### src/dsa_pkg.sv
// Shared types and constants for the descriptor slot allocator.
// Holds field widths, codes and the controller/datapath command and status structs.
// No dependencies.
`default_nettype none

package dsa_pkg;

    // Field widths fixed by the item format
    localparam int ACTION_W  = 2;
    localparam int HEAP_W    = 2;
    localparam int COUNT_W   = 13;
    localparam int OFFSET_W  = 22;
    localparam int SIZE_W    = 11;
    localparam int SLOT_W    = 12;
    localparam int CFG_IDX_W = 3;
    localparam int NUM_HEAPS = 4;

    // Two quotient bits per divider cycle
    localparam int DIV_ITER = OFFSET_W / 2;

    localparam logic [SIZE_W-1:0] SIZE_RESET = SIZE_W'(32);

    // Configuration register indexes
    localparam logic [CFG_IDX_W-1:0] CFG_SIZE_RESOURCE = CFG_IDX_W'(0);
    localparam logic [CFG_IDX_W-1:0] CFG_SIZE_SAMPLER  = CFG_IDX_W'(1);
    localparam logic [CFG_IDX_W-1:0] CFG_SIZE_TARGET   = CFG_IDX_W'(2);
    localparam logic [CFG_IDX_W-1:0] CFG_SIZE_DEPTH    = CFG_IDX_W'(3);

    typedef enum logic [ACTION_W-1:0] {
        ACT_ALLOC = 2'd0,
        ACT_FREE  = 2'd1,
        ACT_RANGE = 2'd2,
        ACT_NONE  = 2'd3
    } t_action;

    typedef enum logic [HEAP_W-1:0] {
        HEAP_RESOURCE = 2'd0,
        HEAP_SAMPLER  = 2'd1,
        HEAP_TARGET   = 2'd2,
        HEAP_DEPTH    = 2'd3
    } t_heap;

    typedef enum logic [1:0] {
        ST_OK         = 2'd0,
        ST_EXHAUSTED  = 2'd1,
        ST_NOT_SHADER = 2'd2,
        ST_BAD_FREE   = 2'd3
    } t_status;

    typedef enum logic [2:0] {
        S_IDLE,
        S_DECODE,
        S_READ,
        S_DIV,
        S_MUL,
        S_RESULT
    } t_state;

    typedef struct packed {
        t_action              action;
        t_heap                heap_type;
        logic [COUNT_W-1:0]   range_count;
        logic [OFFSET_W-1:0]  slot_offset;
    } t_req;

    typedef struct packed {
        t_status              status;
        logic [OFFSET_W-1:0]  offset_out;
        logic [SLOT_W-1:0]    slot_index;
    } t_rsp;

    // Controller to datapath
    typedef struct packed {
        logic    load;        // capture accepted item
        logic    pop;         // read top of free stack, drop depth
        logic    bump_one;    // index from bump pointer, advance by one
        logic    bump_range;  // index from bump pointer, advance by count
        logic    take_read;   // index from stack read data
        logic    div_start;   // start offset / size
        logic    push;        // push quotient onto free stack
        logic    mult;        // offset = index * size
        logic    fail;        // failed item: zero offset and index
        t_status fail_code;
        logic    out_load;    // move result into output register
    } t_cmd;

    // Datapath to controller
    typedef struct packed {
        t_action action;
        logic    stack_empty;
        logic    heap_full;
        logic    shader;
        logic    range_fits;
        logic    size_zero;
        logic    div_done;
        logic    free_bad;
        logic    out_free;
    } t_stat;

endpackage

`default_nettype wire

### src/dsa_ctrl.sv
// Sequencer for the slot allocator: one item at a time through decode,
// stack read, divide, multiply and result hand-off. Depends on dsa_pkg.
`default_nettype none

module dsa_ctrl
    import dsa_pkg::*;
(
    input  wire logic  i_clk,
    input  wire logic  i_rst_n,
    input  wire logic  i_in_valid,
    output logic       o_in_ready,
    input  wire t_stat i_stat,
    output t_cmd       o_cmd
);
    t_state r_state, n_state;

    // State register
    always_ff @(posedge i_clk) begin
        if (!i_rst_n) begin
            r_state <= S_IDLE;
        end else begin
            r_state <= n_state;
        end
    end

    // Next state and commands
    always_comb begin
        n_state    = r_state;
        o_cmd      = '0;
        o_in_ready = 1'b0;
        unique case (r_state)
            S_IDLE: begin
                o_in_ready = 1'b1;
                if (i_in_valid) begin
                    o_cmd.load = 1'b1;
                    n_state    = S_DECODE;
                end
            end
            S_DECODE: begin
                unique case (i_stat.action)
                    ACT_ALLOC: begin
                        if (!i_stat.stack_empty) begin
                            o_cmd.pop = 1'b1;
                            n_state   = S_READ;
                        end else if (i_stat.heap_full) begin
                            o_cmd.fail      = 1'b1;
                            o_cmd.fail_code = ST_EXHAUSTED;
                            n_state         = S_RESULT;
                        end else begin
                            o_cmd.bump_one = 1'b1;
                            n_state        = S_MUL;
                        end
                    end
                    ACT_FREE: begin
                        if (i_stat.size_zero) begin
                            o_cmd.fail      = 1'b1;
                            o_cmd.fail_code = ST_BAD_FREE;
                            n_state         = S_RESULT;
                        end else begin
                            o_cmd.div_start = 1'b1;
                            n_state         = S_DIV;
                        end
                    end
                    ACT_RANGE: begin
                        if (!i_stat.shader) begin
                            o_cmd.fail      = 1'b1;
                            o_cmd.fail_code = ST_NOT_SHADER;
                            n_state         = S_RESULT;
                        end else if (!i_stat.range_fits) begin
                            o_cmd.fail      = 1'b1;
                            o_cmd.fail_code = ST_EXHAUSTED;
                            n_state         = S_RESULT;
                        end else begin
                            o_cmd.bump_range = 1'b1;
                            n_state          = S_MUL;
                        end
                    end
                    default: begin
                        // undefined action: drop without a result
                        n_state = S_IDLE;
                    end
                endcase
            end
            S_READ: begin
                o_cmd.take_read = 1'b1;
                n_state         = S_MUL;
            end
            S_DIV: begin
                if (i_stat.div_done) begin
                    if (i_stat.free_bad) begin
                        o_cmd.fail      = 1'b1;
                        o_cmd.fail_code = ST_BAD_FREE;
                    end else begin
                        o_cmd.push = 1'b1;
                    end
                    n_state = S_RESULT;
                end
            end
            S_MUL: begin
                o_cmd.mult = 1'b1;
                n_state    = S_RESULT;
            end
            S_RESULT: begin
                if (i_stat.out_free) begin
                    o_cmd.out_load = 1'b1;
                    n_state        = S_IDLE;
                end
            end
            default: begin
                n_state = S_IDLE;
            end
        endcase
    end

endmodule

`default_nettype wire

### config.mk
export PLATFORM = sky130hd
export DESIGN_NAME = dsa_ctrl
export DESIGN_NICKNAME = d
export VERILOG_FILES = /design/src/dsa_pkg.sv /design/src/dsa_ctrl.sv
export SDC_FILE = /design/constraint.sdc
export NUM_CORES = 1
export LEC_CHECK = 0
export BUFFER_PORTS_ARGS = -buffer_cell sky130_fd_sc_hd__clkbuf_2
export CAP_MARGIN = 20
export CORE_AREA = 4 4 41 43
export DETAILED_ROUTE_END_ITERATION = 12
export DIE_AREA = 0 0 45 47
export PLACE_DENSITY = 0.76
export SLEW_MARGIN = 20
export SYNTH_ARGS = -nofsm -noshare
export SYNTH_HDL_FRONTEND = slang
export SYNTH_SLANG_ARGS = --single-unit
### constraint.sdc
create_clock -name i_clk -period 1.15 [get_ports i_clk]
set_input_delay 0 -clock i_clk [delete_from_list [all_inputs] [get_ports i_clk]]
set_output_delay 0 -clock i_clk [all_outputs]
set_load 0.1 [all_outputs]
* Yosys cells after proc, flatten, opt, wreduce, memory -nomap -nowiden *
Index checks and enable logic that the tools add are counted.

word-level totals
  flip-flop bits (word level) = 3
  bits of input ports = 13

cells by class
  equal/unequal tests = 10
  multiplexer cells = 40
  reduce and logical (&&, ||, !) cells = 3

operators by type and width
  cell                                            number
  two-way mux 3 bit                               14
  two-way mux 1 bit                               21
  case mux 3 bit (3 select lines)                 2
  case mux 3 bit (6 select lines)                 1
  == test 3 x 2 -> 1 bit (second input constant)  2
  == test 3 bit (second input constant)           2
  != test 2 bit (second input constant)           3
  case mux 3 bit (2 select lines)                 1
  == test 3 x 1 -> 1 bit (second input constant)  1
  zero test 3 bit                                 1
  AND reduction 3 bit                             1
  == test 2 x 1 -> 1 bit (second input constant)  1
  == test 2 bit (second input constant)           1
  zero test 2 bit                                 1
  two-way mux 2 bit                               1

* Logic depth before layout (Yosys ltp) *
Gate-level depths: netlist (run 1).

  word-level depth = 4
  gate-level depth with buffers = 4
  gate-level depth less buffers = 3

* Worst setup path after synthesis (run 1) *
OpenSTA, ideal clock, no wires.

  kind = reg-to-output
  start = register r_state[0]
  end = output o_cmd[11] in the netlist's numbering
  arrival = 3.507 ns
  path slack = -2.357 ns
  stages on the path, launching flop included = 4
  cell sequence = dfxtp_1 -> buf_4 -> nor3_1 -> and2_1

RTL lines
  element                   line            source
  start: declaration        dsa_ctrl.sv:15  t_state r_state, n_state;
  start signal: assignment  dsa_ctrl.sv:22  r_state <= n_state;
  end: declaration          dsa_ctrl.sv:13  output t_cmd o_cmd

==> implementation parameters, run 1 <==
Parameter                              Value

Final layout
  Register ranked first by flip-flop count    r_state
  Most frequent cells in the layout    buf_12 (13), clkbuf_2 (12), buf_4 (10)
  Number of diodes added for antenna fixing    0
  Commonest non-fill, non-tap cell in the layout    buf_12
  Number of nets at the end of the flow    115
  Max reg flops    3
  Biggest registers after layout    r_state (3)
  Finished Cell Area    1130 µm²
  Proportion of layout cells with a drive suffix above 1    72.3%
  Area growth syn-to-layout    155%
  Fraction of the core area covered by cells at the end of the flow    86.9%

Detailed routing
  DRC viols    0
  Count of vias placed by the detailed router    690
  Total length of routed wires    2280 µm
  Average routed wire per standard cell    19.7 µm
  Number of routed nets with antenna violations    0
  Number of vias per cell    5.95
  1st-iter DRT viols    27
  Detailed Routing Iterations Pass 1    6

STA
  Final-layout setup total negative slack    -3.09 ns
  Max transition margin    64.4%
  Part of the cycle the worst path needs    137%
  Slew at the pin with the worst max-slew slack    0.535 ns
  Setup repair after global routing missed its margin    yes
  Final WS setup    -0.431 ns
  Post-layout minimum cycle time    1.58 ns
  Number of setup violations in the final report    14
  Maximum achievable frequency    0.633 GHz
  Post-Route Skew    0.00806 ns
  Final Hold Viols    0
  Final Max Tran Viols    0

Setup path
  Worst-case register-to-register setup slack    -0.05 ns
  Series of cell instances along the critical path    nand2b_4 -> or3_4 -> nor3b_4 -> buf_12
  Library cell contributing the largest single delay on the critical path    or3_4
  Critical Path RT    1.15 ns
  Critical path data arrival time    1.58 ns
  Max Fanout on Critical Path    4
  Biggest cell delay along the critical path    0.39 ns
  R2r worst-path depth    4
  Critical path capture point type    primary output
  Critical path start-end classification    register to primary output
  Startpoint type of the worst setup path    register

Yosys
  Dominant cell type by area after synthesis    dfxtp_1
  Fraction of synthesized cell area taken by the top area cell type    13.5%
  Post-synthesis net count    71
  Flip-flop and latch count after synthesis    3
  Cell area after technology mapping    444 µm²
  Sequential share of the synthesized area    13.5%
  Yosys synthesis warning count    0
  Synth area leaders    dfxtp_1 (14%), nor3b_2 (5.6%), nand2b_1 (4.2%), a21oi_1 (3.4%), buf_2 (3.4%)
  Post-synthesis cell type count    37
  Post-synthesis average cell area    7.66 µm²
  Cell count after synthesis    58

Power and ir drop
  Internal power    0.000618 W
  Net Sw Power    0.000606 W
  Worst voltage drop across the vdd grid    0.862 mV
  Part of the total power dissipated in the clock network    16.2%
  Pwr Density    1080 nW/µm²
  Logic pwr share    72.4%
  Fraction of power spent switching nets    49.5%
  Total power after layout    0.00122 W
  Static Leak    0.460 nW
  Part of the power in registers    11.4%

Clocking
  Clock transition at the registers of the reported paths    0.04 ns
  CTS Root Cell    clkbuf_4
  Count of clock tree sinks    3
  TritonCTS clock tree    built
  Later-pin clock latency in the skew report    0.24 ns
  Number of levels in the clock H-tree    1
  Maximum clock insertion buffer count    2
  Clock buffers created by TritonCTS    3

Outcome
  Failing checks    setup timing
  Outcome    finished with violations

Die
  Floorplan Core Area    1300 µm²
  Starting Density    34.1%
  X dimension of the die    45 µm
  Area enclosed by the die boundary    2120 µm²
  Site row count    13
  Die height    47 µm
  Number of top-level pins    26

Job
  Maximum capacitance violations    0

Placed design
  Worst slack after detailed placement    -0.165 ns
  Weighted congestion at the end of routability-driven global placement    0.775
  HPWL Detailed    1500 µm
  Number of buffer cells added on primary ports    25
  Cell Area, Placed    1000 µm²

Global route
  Number of antenna violations at the first check in global routing    0
  Via count of the first global-routing pass    654
  Maximum number of pins on one net before global-route repair    10
  Residual overflow from global routing    0
  GRT Total Usage    21.3%
  Wire length of the first global-routing pass    3090 µm

Min path
  Worst Hold Class    input port to register
  Hold-critical path depth    3
## power groups by stage
stage	Clock [W]	Sequential (W)	Combinational, W
2_1_floorplan	0	0.000147	0.000502
3_3_place_gp	0	0.000137	0.000775
3_5_place_dp	0	0.000138	0.000794
4_1_cts	0.000197	0.000139	0.000840
5_1_grt	0.000210	0.000141	0.000918
6_report	0.000198	0.000139	0.000887
## through the flow
step	cells	hold slack (ns)
6_report	116	0.145
5_1_grt	116	0.149
4_1_cts	115	0.117
3_5_place_dp	108	0.232
3_3_place_gp	108	0.225
2_1_floorplan	58	0.102
## critical path: cells and delay by family (launching register included)
| kind | cells | cell delay [ns] |
|---|---|---|
| and+or+nand+nor | 3 | 0.79 |
| DFF | 1 | 0.34 |
| buffers and inverters | 1 | 0.21 |
## cells by family after synthesis
logic type,synth area share (%)
compound gates,34.4
buf+inv,7.61
flops,13.5
simple gates,44.5
## cell usage after synthesis
| cell | instances |
|---|---|
| a21oi_1 | 3 |
| o21bai_1 | 2 |
| and2_1 | 1 |
| a211oi_1 | 1 |
| nand2b_1 | 3 |
| nor3b_2 | 2 |
| o41ai_1 | 1 |
| nor3b_1 | 2 |
| buf_2 | 3 |
| nand2b_4 | 1 |
| o211ai_1 | 1 |
| nor2b_1 | 1 |
| dfxtp_1 | 3 |
| or3_1 | 1 |
| a311oi_1 | 1 |
| o21ba_2 | 1 |
| o211ai_2 | 1 |
| nand4_1 | 1 |
| and2b_4 | 1 |
| a211o_1 | 1 |
| o21ai_0 | 2 |
| or3_4 | 1 |
| nor4_1 | 1 |
| nand2_1 | 3 |
| nand3b_1 | 2 |
| nor2_1 | 3 |
| a221oi_1 | 1 |
| nor3_1 | 3 |
| a21o_1 | 1 |
| inv_1 | 3 |
| buf_4 | 1 |
| o2111a_1 | 1 |
| and3b_1 | 1 |
| or4_4 | 1 |
| a31oi_1 | 1 |
| o31ai_1 | 1 |
| a22oi_1 | 1 |
## cell type report
cell class | instances | area [µm²]
Timing Repair Buffer | 43 | 484
Multi-Input combinational cell | 48 | 519
Sequential cell | 3 | 71.3
Fill cell | 63 | 170
Inverter | 3 | 11.3
Tap cell | 15 | 18.8
Clock buffer | 4 | 26.3
## routing by layer
layer | wire (µm) | track usage (%)
met1 | 768 | 21.3
met2 | 1310 | 39.5
met3 | 101 | 3.83
met4 | 106 | 15.2
met5 | 0 | 0
## what timing repair did
item	CTS	global route
resized for setup	11	7
pin swaps	9	12
buffers inserted	2	4
hold buffers	1	0
endpoints found under the hold margin	2	0
setup endpoints to repair	14	15
## path summary, 6_finish.rpt
check	startpoint	to
max	r_state[2]	o_cmd[6]
max reg2reg	r_state[2]	r_state[2]
min	i_stat[2]	r_state[1]
min reg2reg	r_state[0]	r_state[0]
Note: power is estimated with default switching activity, not from simulation.
==> inputs of run 2 (changes only) <==
--- a/config.mk
+++ b/config.mk
@@ -10,6 +10,7 @@
 export CORE_AREA = 4 4 41 43
 export DETAILED_ROUTE_END_ITERATION = 12
 export DIE_AREA = 0 0 45 47
+export MAX_ROUTING_LAYER = met4
 export PLACE_DENSITY = 0.76
 export SLEW_MARGIN = 20
 export SYNTH_ARGS = -nofsm -noshare
==> run 2 against run 1 <==
Compared with the run above:
- the flow still finishes with violations (setup timing)
- flip-flop and latch count is the same
- maximum frequency is essentially flat
- non-clock buffer count is the same
- utilization is the same
- sequential power is essentially flat
- setup slack is essentially flat
- wire length grew 0.22%
- final area is the same
- clock power is essentially flat
- global-route usage grew 0.70 points
- first-iteration DRC count shrank 7.4%
==> implementation parameters, run 2 (same netlist as run 1, synthesis figures left out) <==
Parameter                              Value

STA
  Part of the cycle the worst path needs    137%
  Post-layout minimum cycle time    1.58 ns
  Final Hold Viols    0
  Final WS setup    -0.431 ns
  Post-Route Skew    0.00852 ns
  Final Max Tran Viols    0
  Maximum achievable frequency    0.633 GHz
  Max transition margin    64.0%
  Number of setup violations in the final report    14
  Setup repair after global routing missed its margin    yes
  Slew at the pin with the worst max-slew slack    0.540 ns

Placed design
  Number of buffer cells added on primary ports    25
  Cell Area, Placed    1000 µm²
  Weighted congestion at the end of routability-driven global placement    0.786
  Worst slack after detailed placement    -0.165 ns
  HPWL Detailed    1500 µm

Setup path
  Startpoint type of the worst setup path    register
  Biggest cell delay along the critical path    0.39 ns
  Critical path start-end classification    register to primary output
  Critical Path RT    1.15 ns
  Series of cell instances along the critical path    nand2b_4 -> or3_4 -> nor3b_4 -> buf_12
  Cell class contributing the biggest share of worst-path delay    simple AND/OR/NAND/NOR gates
  Library cell contributing the largest single delay on the critical path    or3_4
  Max Fanout on Critical Path    4
  Critical path capture point type    primary output
  Critical path data arrival time    1.58 ns
  Count of buffer and inverter cells on the critical path    1

Min path
  Worst Hold Class    input port to register

Outcome
  Failing checks    setup timing
  Outcome    finished with violations

Die
  Site row count    13
  Number of top-level pins    26
  Starting Density    34.1%
  Floorplan Core Area    1300 µm²
  X dimension of the die    45 µm
  Area enclosed by the die boundary    2120 µm²
  Die height    47 µm

Clocking
  CTS Root Cell    clkbuf_4
  Count of clock tree sinks    3
  Clock buffers created by TritonCTS    3
  Clock transition at the registers of the reported paths    0.04 ns
  Maximum clock insertion buffer count    2
  Later-pin clock latency in the skew report    0.24 ns
  Number of levels in the clock H-tree    1
  TritonCTS clock tree    built

Final layout
  Filler Cells Inserted    63
  Register ranked first by flip-flop count    r_state
  Area growth syn-to-layout    155%
  Number of nets at the end of the flow    115
  Biggest registers after layout    r_state (3)
  Max reg flops    3
  Finished Cell Area    1130 µm²
  Fraction of the core area covered by cells at the end of the flow    86.9%
  Proportion of layout cells with a drive suffix above 1    72.3%
  Most frequent cells in the layout    buf_12 (13), clkbuf_2 (12), buf_4 (10)
  Number of diodes added for antenna fixing    0
  Commonest non-fill, non-tap cell in the layout    buf_12

Global route
  GRT Total Usage    22.0%
  Residual overflow from global routing    0
  Via count of the first global-routing pass    652
  Number of antenna violations at the first check in global routing    0
  Wire length of the first global-routing pass    3090 µm
  Maximum number of pins on one net before global-route repair    10

Detailed routing
  DRC viols    0
  Count of vias placed by the detailed router    696
  Number of routed nets with antenna violations    0
  Average routed wire per standard cell    19.7 µm
  Total length of routed wires    2290 µm
  Number of vias per cell    6.00
  1st-iter DRT viols    25
  Detailed Routing Iterations Pass 1    4

Job
  Maximum capacitance violations    0

Power and ir drop
  Pwr Density    1080 nW/µm²
  Static Leak    0.460 nW
  Worst voltage drop across the vdd grid    0.863 mV
run 2: cell counts in the layout (fill, tap and decap cells not counted):
Identical to the previous run, type by type.
run 2: area by class of cell:
cell class	instances	area [µm²]	share of cell area, %
Clock buffer	4	26.3	2.32
Inverter	3	11.3	0.996
Timing Repair Buffer	43	484	42.8
Multi-Input combinational cell	48	519	45.9
Tap cell	15	18.8	1.66
Sequential cell	3	71.3	6.31
run 2: path summary, 6_finish.rpt:
kind	cells after the start	slack [ns]	to	start
worst max-delay path	4	-0.43	o_cmd[6]	r_state[2]
worst min-delay path	3	0.15	r_state[1]	i_stat[2]
worst max register to register	4	-0.06	r_state[2]	r_state[2]
worst min register to register	3	0.74	r_state[0]	r_state[0]
run 2: worst register-to-register path: stages (launching register included):
cell and delay, ns:
dfxtp_4 0.34, and2b_4 0.27, buf_4 0.14, o21ai_2 0.06, a311oi_1 0.30
run 2: timing repair:
item	CTS	global route
buffers inserted	2	4
setup endpoints to repair	14	15
gates resized for setup	11	7
pin swaps	9	12
endpoints found under the hold margin	2	0
hold buffers	1	0
run 2: power breakdown:
part / internal, W / total, W / leakage, nW / switching (W)
sequential: 0.000121 / 0.000140 / 0.0267 / 0.0000195
combinational: 0.000367 / 0.000887 / 0.418 / 0.000520
clock: 0.000131 / 0.000198 / 0.0150 / 0.0000668
total: 0.000618 / 0.00122 / 0.460 / 0.000607
run 2: per-stage QoR:
| stage | hold WS (ns) | setup TNS [ns] | total power [W] | std cells |
|---|---|---|---|---|
| 2_1_floorplan | 0.102 | -4.83 | 0.000649 | 58 |
| 3_3_place_gp | 0.225 | -0.482 | 0.000912 | 108 |
| 3_5_place_dp | 0.232 | -0.640 | 0.000932 | 108 |
| 4_1_cts | 0.117 | -2.88 | 0.00118 | 115 |
| 5_1_grt | 0.149 | -3.71 | 0.00127 | 116 |
| 6_report | 0.147 | -3.10 | 0.00122 | 116 |
run 2: metal layers:
layer | global-route usage [%] | part of all wire [%] | up-vias
met5 | - | 0 | -
met4 | 15.2 | 4.7 | 0
met3 | 3.83 | 5.3 | 12
met2 | 39.5 | 57 | 40
met1 | 21.3 | 33 | 336
li1 | - | - | 308
